--- src/rtl/soms_pkg.sv ---
// Shared constants and types of the snake-order matrix sort
`default_nettype none
package soms_pkg;

    localparam int MAX_ROWS_DEF = 8;
    localparam int MAX_COLS_DEF = 8;

    localparam int VALUE_W    = 32;
    localparam int IDX_W      = 3;
    localparam int DIM_W      = 4;
    localparam int DIMC_W     = 5;
    localparam int CNT_W      = 7;
    localparam int CFG_IDX_W  = 2;
    localparam int CFG_DATA_W = 4;
    localparam int S_TDATA_W  = 32;
    localparam int M_TDATA_W  = 40;

    localparam logic [CNT_W-1:0] CNT_MAX = 7'd127;

    localparam logic [CFG_IDX_W-1:0] CFG_ROWS = 2'd0;
    localparam logic [CFG_IDX_W-1:0] CFG_COLS = 2'd1;
    localparam logic [CFG_IDX_W-1:0] CFG_MODE = 2'd2;

    typedef enum logic [2:0] {
        ST_LOAD,
        ST_SORT_RD,
        ST_SORT_LD,
        ST_SORT_CMP,
        ST_SORT_INS,
        ST_EMIT_RD,
        ST_EMIT_LD,
        ST_EMIT_WAIT
    } t_state;

endpackage
`default_nettype wire

--- src/rtl/snake_order_matrix_sort_top.sv ---
// Snake-order matrix sort: load, stable sort in memory, snake placement, row-major emission
//
// Values enter one word per cycle in row-major order until rows*cols have arrived (rows and
// cols clamped to 1..MAX_ROWS and 1..MAX_COLS). The block then runs a stable insertion sort
// from the arrival store into a second memory, one read-compare-write step per cycle through
// the sorted memory port. Emission reads, loads and then holds each result word until it is
// taken (EMIT_RD, EMIT_LD, EMIT_WAIT); each word carries its row, column and a last flag.
// No input is taken during sort and emission. Loading resumes in the cycle after the last
// result word is taken. The memories need no clearing after reset. Configuration is written
// between frames.
`default_nettype none
module snake_order_matrix_sort_top #(
    parameter int MAX_ROWS = soms_pkg::MAX_ROWS_DEF,
    parameter int MAX_COLS = soms_pkg::MAX_COLS_DEF
) (
    input  wire logic                             i_clk,
    input  wire logic                             i_rst_n,
    input  wire logic                             i_cfg_we,
    input  wire logic [soms_pkg::CFG_IDX_W-1:0]   i_cfg_idx,
    input  wire logic [soms_pkg::CFG_DATA_W-1:0]  i_cfg_data,
    input  wire logic                             i_s_tvalid,
    output logic                                  o_s_tready,
    // fields from bit 0: value[31:0]
    input  wire logic [soms_pkg::S_TDATA_W-1:0]   i_s_tdata,
    output logic                                  o_m_tvalid,
    input  wire logic                             i_m_tready,
    // fields from bit 0: out_value[31:0], out_row[34:32], out_col[37:35], zero pad[39:38]
    output logic [soms_pkg::M_TDATA_W-1:0]        o_m_tdata,
    output logic                                  o_m_tlast
);

    localparam int CAPACITY = MAX_ROWS * MAX_COLS;
    localparam int AW       = (CAPACITY > 1) ? $clog2(CAPACITY) : 1;
    localparam int TOT_W    = $clog2(CAPACITY + 1);
    localparam int RW       = (MAX_ROWS > 1) ? $clog2(MAX_ROWS) : 1;
    localparam int CW       = (MAX_COLS > 1) ? $clog2(MAX_COLS) : 1;

    localparam logic [soms_pkg::DIMC_W-1:0] MAXR = soms_pkg::DIMC_W'(MAX_ROWS);
    localparam logic [soms_pkg::DIMC_W-1:0] MAXC = soms_pkg::DIMC_W'(MAX_COLS);
    localparam logic [soms_pkg::DIMC_W-1:0] DIM_ONE = soms_pkg::DIMC_W'(1);

    soms_pkg::t_state r_state, n_state;

    logic [soms_pkg::DIM_W-1:0]  r_rows;
    logic [soms_pkg::DIM_W-1:0]  r_cols;
    logic                        r_mode;
    logic [soms_pkg::CNT_W-1:0]  r_count, n_count;
    logic [TOT_W-1:0]            r_i, n_i;
    logic [TOT_W-1:0]            r_j, n_j;
    logic [RW-1:0]               r_r, n_r;
    logic [CW-1:0]               r_c, n_c;
    logic signed [soms_pkg::VALUE_W-1:0] r_val, n_val;
    logic signed [soms_pkg::VALUE_W-1:0] r_out_value, n_out_value;
    logic [soms_pkg::IDX_W-1:0]  r_out_row, n_out_row;
    logic [soms_pkg::IDX_W-1:0]  r_out_col, n_out_col;
    logic                        r_out_last, n_out_last;

    logic signed [soms_pkg::VALUE_W-1:0] r_store [CAPACITY];
    logic signed [soms_pkg::VALUE_W-1:0] r_sorted [CAPACITY];
    logic signed [soms_pkg::VALUE_W-1:0] r_st_rdata;
    logic signed [soms_pkg::VALUE_W-1:0] r_so_rdata;

    logic                                st_we;
    logic [AW-1:0]                       st_wa;
    logic [AW-1:0]                       st_ra;
    logic                                so_we;
    logic [AW-1:0]                       so_wa;
    logic signed [soms_pkg::VALUE_W-1:0] so_wd;
    logic [AW-1:0]                       so_ra;

    logic [soms_pkg::DIMC_W-1:0] nr, nc;
    logic [TOT_W-1:0]            nr_t, nc_t, total;
    logic [TOT_W-1:0]            snake_k;
    logic [soms_pkg::CNT_W-1:0]  cnt_inc;
    logic [TOT_W-1:0]            i_inc;
    logic                        ins_done;

    // clamp the matrix size
    always_comb begin
        if (r_rows == '0) begin
            nr = DIM_ONE;
        end else if ({1'b0, r_rows} > MAXR) begin
            nr = MAXR;
        end else begin
            nr = {1'b0, r_rows};
        end
        if (r_cols == '0) begin
            nc = DIM_ONE;
        end else if ({1'b0, r_cols} > MAXC) begin
            nc = MAXC;
        end else begin
            nc = {1'b0, r_cols};
        end
        nr_t  = TOT_W'(nr);
        nc_t  = TOT_W'(nc);
        total = nr_t * nc_t;
    end

    // map the current row-major position to its place on the snake path
    always_comb begin
        if (!r_mode) begin
            snake_k = TOT_W'(r_r) * nc_t
                    + (r_r[0] ? (nc_t - TOT_W'(1) - TOT_W'(r_c)) : TOT_W'(r_c));
        end else begin
            snake_k = TOT_W'(r_c) * nr_t
                    + (r_c[0] ? (nr_t - TOT_W'(1) - TOT_W'(r_r)) : TOT_W'(r_r));
        end
    end

    always_comb begin
        n_state     = r_state;
        n_count     = r_count;
        n_i         = r_i;
        n_j         = r_j;
        n_r         = r_r;
        n_c         = r_c;
        n_val       = r_val;
        n_out_value = r_out_value;
        n_out_row   = r_out_row;
        n_out_col   = r_out_col;
        n_out_last  = r_out_last;
        st_we       = 1'b0;
        st_wa       = AW'(r_count);
        st_ra       = AW'(r_i);
        so_we       = 1'b0;
        so_wa       = AW'(r_j);
        so_wd       = r_val;
        so_ra       = AW'(r_j - TOT_W'(1));
        ins_done    = 1'b0;
        cnt_inc     = (r_count == soms_pkg::CNT_MAX) ? r_count
                                                     : r_count + soms_pkg::CNT_W'(1);
        i_inc       = r_i + TOT_W'(1);
        o_s_tready  = (r_state == soms_pkg::ST_LOAD);
        o_m_tvalid  = (r_state == soms_pkg::ST_EMIT_WAIT);

        unique case (r_state)
            soms_pkg::ST_LOAD: begin
                if (i_s_tvalid) begin
                    st_we   = (int'(r_count) < CAPACITY);
                    n_count = cnt_inc;
                    if (int'(cnt_inc) >= int'(total)) begin
                        n_count = '0;
                        n_i     = '0;
                        n_state = soms_pkg::ST_SORT_RD;
                    end
                end
            end
            soms_pkg::ST_SORT_RD: begin
                n_state = soms_pkg::ST_SORT_LD;
            end
            soms_pkg::ST_SORT_LD: begin
                n_val = r_st_rdata;
                n_j   = r_i;
                if (r_i == '0) begin
                    so_we    = 1'b1;
                    so_wa    = '0;
                    so_wd    = r_st_rdata;
                    ins_done = 1'b1;
                end else begin
                    so_ra   = AW'(r_i - TOT_W'(1));
                    n_state = soms_pkg::ST_SORT_CMP;
                end
            end
            soms_pkg::ST_SORT_CMP: begin
                so_we = 1'b1;
                so_wa = AW'(r_j);
                if (r_so_rdata > r_val) begin
                    so_wd = r_so_rdata;
                    n_j   = r_j - TOT_W'(1);
                    if (r_j == TOT_W'(1)) begin
                        n_state = soms_pkg::ST_SORT_INS;
                    end else begin
                        so_ra = AW'(r_j - TOT_W'(2));
                    end
                end else begin
                    so_wd    = r_val;
                    ins_done = 1'b1;
                end
            end
            soms_pkg::ST_SORT_INS: begin
                so_we    = 1'b1;
                so_wa    = AW'(r_j);
                so_wd    = r_val;
                ins_done = 1'b1;
            end
            soms_pkg::ST_EMIT_RD: begin
                so_ra   = AW'(snake_k);
                n_state = soms_pkg::ST_EMIT_LD;
            end
            soms_pkg::ST_EMIT_LD: begin
                n_out_value = r_so_rdata;
                n_out_row   = soms_pkg::IDX_W'(r_r);
                n_out_col   = soms_pkg::IDX_W'(r_c);
                n_out_last  = (TOT_W'(r_r) == nr_t - TOT_W'(1))
                           && (TOT_W'(r_c) == nc_t - TOT_W'(1));
                n_state     = soms_pkg::ST_EMIT_WAIT;
            end
            soms_pkg::ST_EMIT_WAIT: begin
                if (i_m_tready) begin
                    if (r_out_last) begin
                        n_state = soms_pkg::ST_LOAD;
                    end else begin
                        if (TOT_W'(r_c) == nc_t - TOT_W'(1)) begin
                            n_c = '0;
                            n_r = r_r + RW'(1);
                        end else begin
                            n_c = r_c + CW'(1);
                        end
                        n_state = soms_pkg::ST_EMIT_RD;
                    end
                end
            end
        endcase

        // advance to the next element, or start emission
        if (ins_done) begin
            n_i = i_inc;
            if (i_inc == total) begin
                n_r     = '0;
                n_c     = '0;
                n_state = soms_pkg::ST_EMIT_RD;
            end else begin
                n_state = soms_pkg::ST_SORT_RD;
            end
        end
    end

    always_ff @(posedge i_clk) begin
        if (!i_rst_n) begin
            r_state <= soms_pkg::ST_LOAD;
            r_count <= '0;
            r_rows  <= soms_pkg::DIM_W'(1);
            r_cols  <= soms_pkg::DIM_W'(1);
            r_mode  <= 1'b0;
        end else begin
            r_state <= n_state;
            r_count <= n_count;
            if (i_cfg_we) begin
                unique case (i_cfg_idx)
                    soms_pkg::CFG_ROWS: r_rows <= i_cfg_data;
                    soms_pkg::CFG_COLS: r_cols <= i_cfg_data;
                    soms_pkg::CFG_MODE: r_mode <= i_cfg_data[0];
                    default: ;
                endcase
            end
        end
    end

    always_ff @(posedge i_clk) begin
        r_i         <= n_i;
        r_j         <= n_j;
        r_r         <= n_r;
        r_c         <= n_c;
        r_val       <= n_val;
        r_out_value <= n_out_value;
        r_out_row   <= n_out_row;
        r_out_col   <= n_out_col;
        r_out_last  <= n_out_last;
    end

    // arrival store
    always_ff @(posedge i_clk) begin
        if (st_we) begin
            r_store[st_wa] <= i_s_tdata;
        end
        r_st_rdata <= r_store[st_ra];
    end

    // sorted store
    always_ff @(posedge i_clk) begin
        if (so_we) begin
            r_sorted[so_wa] <= so_wd;
        end
        r_so_rdata <= r_sorted[so_ra];
    end

    assign o_m_tdata = {2'b00, r_out_col, r_out_row, r_out_value};
    assign o_m_tlast = r_out_last;

endmodule
`default_nettype wire

--- config.mk ---
export PLATFORM = sky130hd
export DESIGN_NAME = snake_order_matrix_sort_top
export DESIGN_NICKNAME = d
export VERILOG_FILES = /design/src/rtl/soms_pkg.sv /design/src/rtl/snake_order_matrix_sort_top.sv
export SDC_FILE = /design/constraint.sdc
export NUM_CORES = 2
export LEC_CHECK = 0
export BUFFER_PORTS_ARGS = -buffer_cell sky130_fd_sc_hd__buf_4
export CAP_MARGIN = 20
export CORE_MARGIN = 2
export CORE_UTILIZATION = 30
export DETAILED_ROUTE_END_ITERATION = 6
export PLACE_DENSITY_LB_ADDON = 0.15
export SYNTH_ARGS = -nofsm -noshare
export SYNTH_HDL_FRONTEND = slang
export SYNTH_SLANG_ARGS = --single-unit
--- constraint.sdc ---
create_clock -name i_clk -period 7.41 [get_ports i_clk]
set_input_delay 1.482 -clock i_clk [delete_from_list [all_inputs] [get_ports i_clk]]
set_output_delay 1.482 -clock i_clk [all_outputs]
set_load 0.02 [all_outputs]
=== After elaboration in Yosys (flattened, before gate mapping) ===
Memory sizes are Yosys's and may differ from the RTL's. A register that Yosys moved wholly into a read port is not among the register bits.
Index checks and enable logic that the tools add are counted.

* Add/subtract/negate cells: 13
* $mul: 3
* Magnitude comparators: 5
* Eq/ne operators: 21
* Mux-type cells: 56
* Reductions and logical operators: 19

{| class="wikitable"
|+ Operators by type and width
! kind !! count
|-
| $mux W32 || 2
|-
| $pmux W32 S2 || 1
|-
| $mux W3 || 21
|-
| $mux W7 || 7
|-
| $mux W6 || 8
|-
| $gt A32 B32 Y1 || 1
|-
| $pmux W3 S7 || 1
|-
| $pmux W6 S3 || 1
|-
| $mux W4 || 4
|-
| $add A7 B1 Y7 const B || 2
|-
| $eq A3 B7 Y1 || 2
|-
| $pmux W7 S2 || 1
|-
| $add A6 B6 Y6 || 2
|-
| $eq A3 B3 Y1 const B || 4
|-
| $mul A3 B4 Y6 || 2
|-
| $sub A6 B3 Y6 || 2
|-
| $reduce_and A2 Y1 || 5
|-
| $sub A4 B1 Y5 const B || 2
|-
| $ne A3 B3 Y1 const B || 3
|-
| $gt A4 B4 Y1 const B || 2
|-
| $logic_not A4 Y1 || 2
|-
| $mux W1 || 8
|-
| $reduce_bool A2 Y1 || 4
|-
| $reduce_bool A8 Y1 || 1
|-
| 26 further kinds || 29
|}

* Register bits after elaboration: 110
* RAM bits: 4096
* Input bits: 43
* Output and inout port bits: 43
* Logic and storage cells: 133
* Memories kept: 2

{| class="wikitable"
|+ Memories
! memory !! words !! width !! read ports !! clocked after memory_dff !! wr ports !! RTL line !! source
|-
| r_sorted || 64 || 32 || 1 || 1 || 1 || snake_order_matrix_sort_top.sv:59 || <nowiki>logic signed [soms_pkg::VALUE_W-1:0] r_sorted [CAPACITY];</nowiki>
|-
| r_store || 64 || 32 || 1 || 1 || 1 || snake_order_matrix_sort_top.sv:58 || <nowiki>logic signed [soms_pkg::VALUE_W-1:0] r_store [CAPACITY];</nowiki>
|}

=== Logic depth before layout (Yosys ltp) ===
* Depth after elaboration: 11
* Depth in mapped cells: 26
* Depth with buffers taken out: 24

=== Worst setup path before layout ===
OpenSTA, ideal clock, no wires.

* Kind: reg-to-reg
* Start: register r_i[1]
* End: memory r_sorted[0][12] in the netlist's numbering, data pin
* Library setup time: 0.702 ns
* Data arrival time: 5.134 ns
* Required time: 6.708 ns
* Slack: 1.574 ns
* Stages on the path, launching flop included: 13
* Path buffers: 6
* Period minus slack after synthesis: 5.836 ns
* Path through: edfxtp_1 > clkbuf_1 > clkbuf_1 > buf_1 > clkbuf_1 > inv_1 > ha_1 > nor3b_1 > and2_1 > buf_2 > clkbuf_1 > a32oi_1 > o21ai_0

* Longest elaborated chain between the ends: 3

{| class="wikitable"
|+ RTL lines
! item !! RTL line !! source
|-
| start: declaration || snake_order_matrix_sort_top.sv:48 || <nowiki>logic [TOT_W-1:0] r_i, n_i;</nowiki>
|-
| start signal: assignment || snake_order_matrix_sort_top.sv:250 || <nowiki>r_i <= n_i;</nowiki>
|-
| $logic_not A7 Y1 || snake_order_matrix_sort_top.sv:154 || <nowiki>if (r_i == '0) begin</nowiki>
|-
| $mux W32 || snake_order_matrix_sort_top.sv:154 ||
|-
| $pmux W32 S2 || snake_order_matrix_sort_top.sv:136 || <nowiki>unique case (r_state)</nowiki>
|-
| named net so_wd (one bit) || snake_order_matrix_sort_top.sv:68 || <nowiki>logic signed [soms_pkg::VALUE_W-1:0] so_wd;</nowiki>
|-
| end: declaration || snake_order_matrix_sort_top.sv:59 ||
|}

The timed path passes the listed nets, and every way through them passes these cells.

=== Worst setup path after layout ===
* Start: register r_rows[2] in the netlist's numbering
* End: register r_so_rdata[19] in the netlist's numbering, read port of r_sorted

* Longest elaborated chain between the ends: 9
* Elaborated cells on any way between the ends: 11
* Those cells by class: add/sub (3); mul (1); order compare (1); mux (5); reduce/logical (1)

{| class="wikitable"
|+ RTL lines
! item !! RTL line !! source
|-
| start: declaration || snake_order_matrix_sort_top.sv:44 || <nowiki>logic [soms_pkg::DIM_W-1:0] r_rows;</nowiki>
|-
| start signal: assignment || snake_order_matrix_sort_top.sv:232 || <nowiki>r_rows <= soms_pkg::DIM_W'(1);</nowiki>
|-
| start signal: assignment || snake_order_matrix_sort_top.sv:240 || <nowiki>soms_pkg::CFG_ROWS: r_rows <= i_cfg_data;</nowiki>
|-
| $gt A4 B4 Y1 || snake_order_matrix_sort_top.sv:82 || <nowiki>end else if ({1'b0, r_rows} > MAXR) begin</nowiki>
|-
| $mux W4 || snake_order_matrix_sort_top.sv:82 ||
|-
| $mux W4 (*) || snake_order_matrix_sort_top.sv:80 || <nowiki>if (r_rows == '0) begin</nowiki>
|-
| $sub A4 B1 Y5 || -- ||
|-
| $sub A6 B3 Y6 || snake_order_matrix_sort_top.sv:106 || <nowiki>+ (r_c[0] ? (nr_t - TOT_W'(1) - TOT_W'(r_r)) : TOT_W'(r_r));</nowiki>
|-
| $mux W6 || snake_order_matrix_sort_top.sv:106 ||
|-
| $add A6 B6 Y6 (*) || snake_order_matrix_sort_top.sv:106 ||
|-
| $mux W6 (*) || snake_order_matrix_sort_top.sv:101 || <nowiki>if (!r_mode) begin</nowiki>
|-
| $pmux W6 S3 (*) || snake_order_matrix_sort_top.sv:136 ||
|-
| end: declaration || snake_order_matrix_sort_top.sv:61 || <nowiki>logic signed [soms_pkg::VALUE_W-1:0] r_so_rdata;</nowiki>
|}

Every way passes the cells marked *; elsewhere a longest branch is shown, timed or not.
A chain may end at the register's enable or synchronous reset.

==> impl_results.md <==
- Status: finished, final reports clean
- Asr flop ratio synth: 0%
- Largest family of logic cells by synthesized area: multiplexers
- Post-Synth XOR/XNOR Area: 0.266%
- CTS resizes: 0
- Cells after synthesis: 9893
- Crit end category: flip-flop
- Die footprint: 0.566 mm^2
- Synth Area in Simple Gates: 9.15%
- Max-Cap Viols: 0
- Maximum vdd drop: 0.000633 V
- Num CTS Buffers: 458
- Synthesized area per cell: 17.0 um^2
- GP Congestion: 0.800
- Global-route usage over all layers: 18.6%
- Worst hold path type: reg2reg
- # port buffers: 83
- Crit path DAT: 7.80 ns
- FF+latch area: 0.127 mm^2
- Via count: 92900
- Fmax: 145 MHz
- Compound-gate portion of the synthesized area: 1.98%
- Post-synthesis mux area share: 10.3%
- Placed cell area: 0.180 mm^2
- Final setup fails: 0
- Max-slew violations: 0
- Drt pass-1 iters: 6
- ANT nets after route: 0
- Ys Warns: 0
- Fin cells: 18100
- Vias in the first global route: 93000
- Total grt overflow: 0
- CTS Hold Bufs: 0
- Layout fillers: 52500
- Via density: 5.13
- Core Area: 0.557 mm^2
- Die span in y: 752 um
- Area leader, netlist: edfxtp_1
- Post-Synth Adder-Cell Area: 0.811%
- Most frequent cells in the layout: edfxtp_1, nand2_1, nand3_1
- Final Hold Vio Count: 0
- Sequential-to-total area share from yosys stat: 75.8%
- Slew at the pin closest to its max-slew limit: 1.15 ns
- Fin Setup TNS: 0 ns
- Number of setup buffers added after CTS: 0
- DIE WIDTH: 752 um
- Share of layout cells above drive strength 1: 19.1%
- Row Count: 274
- Area of the multi-input gates: 0.0392 mm^2
- Final period util: 93.2%
- Initial drt markers: 10400
- WP data required: 8.31 ns
- Yosys reg bits: 4270
- Maximum buffer depth of the clock tree: 4
- Top post-synthesis cells by area: edfxtp_1, mux4_2, nand2_1, nand3_1, mux2i_1
- Pin count of the biggest net entering global routing: 118
- Final layout net count: 10400
- Mapped Area: 0.168 mm^2
- DP HPWL: 315000 um
- H-tree depth: 5
- Per-cell routed wire length: 29.8 um
- CTS Root Cell: clkbuf_16
- Clock transition at the registers of the reported paths: 0.06 ns
- Worst hold margin: 0.411 ns
- Clock Latency Late Sink: 1.06 ns
- DRC viols: 0
- Top_reg_cell synth: edfxtp_1
- RSZ-0062 raised after global routing: false
- Post-Layout Inst Area: 0.195 mm^2
- Worst Setup Start Kind: flip-flop
- Most common cell after layout, fill and taps aside: edfxtp_1
- Max_slew headroom: 22.9%
- WL final: 539000 um
- Leakage power: 62.9 nW
- CTS tree: built
- Synth unique cells: 76
- Clock Sink Count: 4270
- WS Path Type: reg2reg
- Starting Density: 30.1%
- First-pass GRT wire length: 752000 um
- Top-area cell type share of the netlist area: 74.8%
- CP Max Fanout: 26
- Synth-to-layout area growth: 16.4%
- Number of I/O pins: 86
- Cell Pwr Density: 427 mW/mm^2
- Initial antenna violation count: 51
- Post-synth EDFFs: 4181
- Max Clock Skew: 0.0710 ns
- Inst Count DP: 17200
- Tmin final: 6.90 ns
[report_power, final]
group / internal (mW) / switching (mW) / leakage [nW]
Combinational: 9.61 / 21.9 / 17.3
Sequential: 28.5 / 0.569 / 38.3
Clock: 13.1 / 9.71 / 7.22
[registers in the layout, indices dropped and copies added, names as in the netlist, 4 cells and up]
| signal | count |
|---|---|
| r_cols | 4 |
| r_count | 7 |
| r_i | 7 |
| r_j | 7 |
| r_out_value | 32 |
| r_rows | 4 |
| r_so_rdata | 32 |
| r_sorted | 2048 |
| r_st_rdata | 32 |
| r_store | 2048 |
| r_val | 32 |
[worst max-delay path, cell delays in order, from the launching register on]
cell and delay, ns:
dfxtp_1 0.35, nor2_1 0.14, nor2_1 0.08, nor2_1 0.21, inv_1 0.19, ha_1 0.34, inv_1 0.08, fa_1 0.41
xnor2_1 0.18, a21oi_1 0.11, fa_1 0.58, inv_1 0.06, fa_1 0.43, mux2_2 0.28, a21oi_1 0.16, a31oi_1 0.15
and2_1 0.30, a41o_1 0.27, nor2_4 0.41, buf_12 0.26, buf_4 0.41, buf_4 0.26, nor3_1 0.07, nor3_1 0.18
nand4_1 0.44, and4_1 0.37
[worst paths after layout]
kind | from | endpoint | slack, ns | cells past startpoint
setup / recovery | r_rows[2] | r_so_rdata[19] | 0.51 | 25
hold / removal | r_st_rdata[14] | r_val[14] | 0.41 | 0
setup reg to reg | r_rows[2] | r_so_rdata[19] | 0.51 | 25
hold reg to reg | r_st_rdata[14] | r_val[14] | 0.41 | 0
[cells by family after synthesis]
logic type	after synthesis
flops	4270
compound gates	431
buf+inv	657
other cells	1
fa+ha+maj	98
simple gates	3422
xor+xnor	51
mux	963
[layout make-up]
cell class                 instances  area share (%)
timing repair buffer             482            2.24
multi-input combinational       4967            20.1
antenna                           17          0.0218
inverter                          74           0.143
sequential                      4270            65.2
clock buffer                     588            6.26
tap                             7452            4.77
clock inverter                   258            1.33
[routing by layer]
metal	track usage, %	up-vias	wire length (um)
met5	0	-	34
met4	4.32	4	12500
met3	2.26	660	28800
met2	31.1	2846	261000
met1	26.0	50000	237000
li1	-	39400	-
[Yosys cell counts (all sizes together), types with 58 or more instances]
cell,instances
a21oi,70
buf,316
clkbuf,267
dfxtp,89
edfxtp,4181
ha,80
inv,74
mux2i,344
mux4,608
nand2,1630
nand3,1154
nand4,146
nor2,217
nor2b,58
nor3,110
o21ai,93
o221a,95
[stage by stage]
step	worst slack [ns]	total power, mW	util, %
after floorplan	1.57	47.2	-
after global placement	0.430	61.3	32.4
after detailed placement	0.470	61.4	32.4
after CTS	0.443	84.3	35.1
after global routing	0.0102	87.0	35.1
final	0.507	83.4	35.1
No activity file was read; power rests on OpenSTA's default activity.
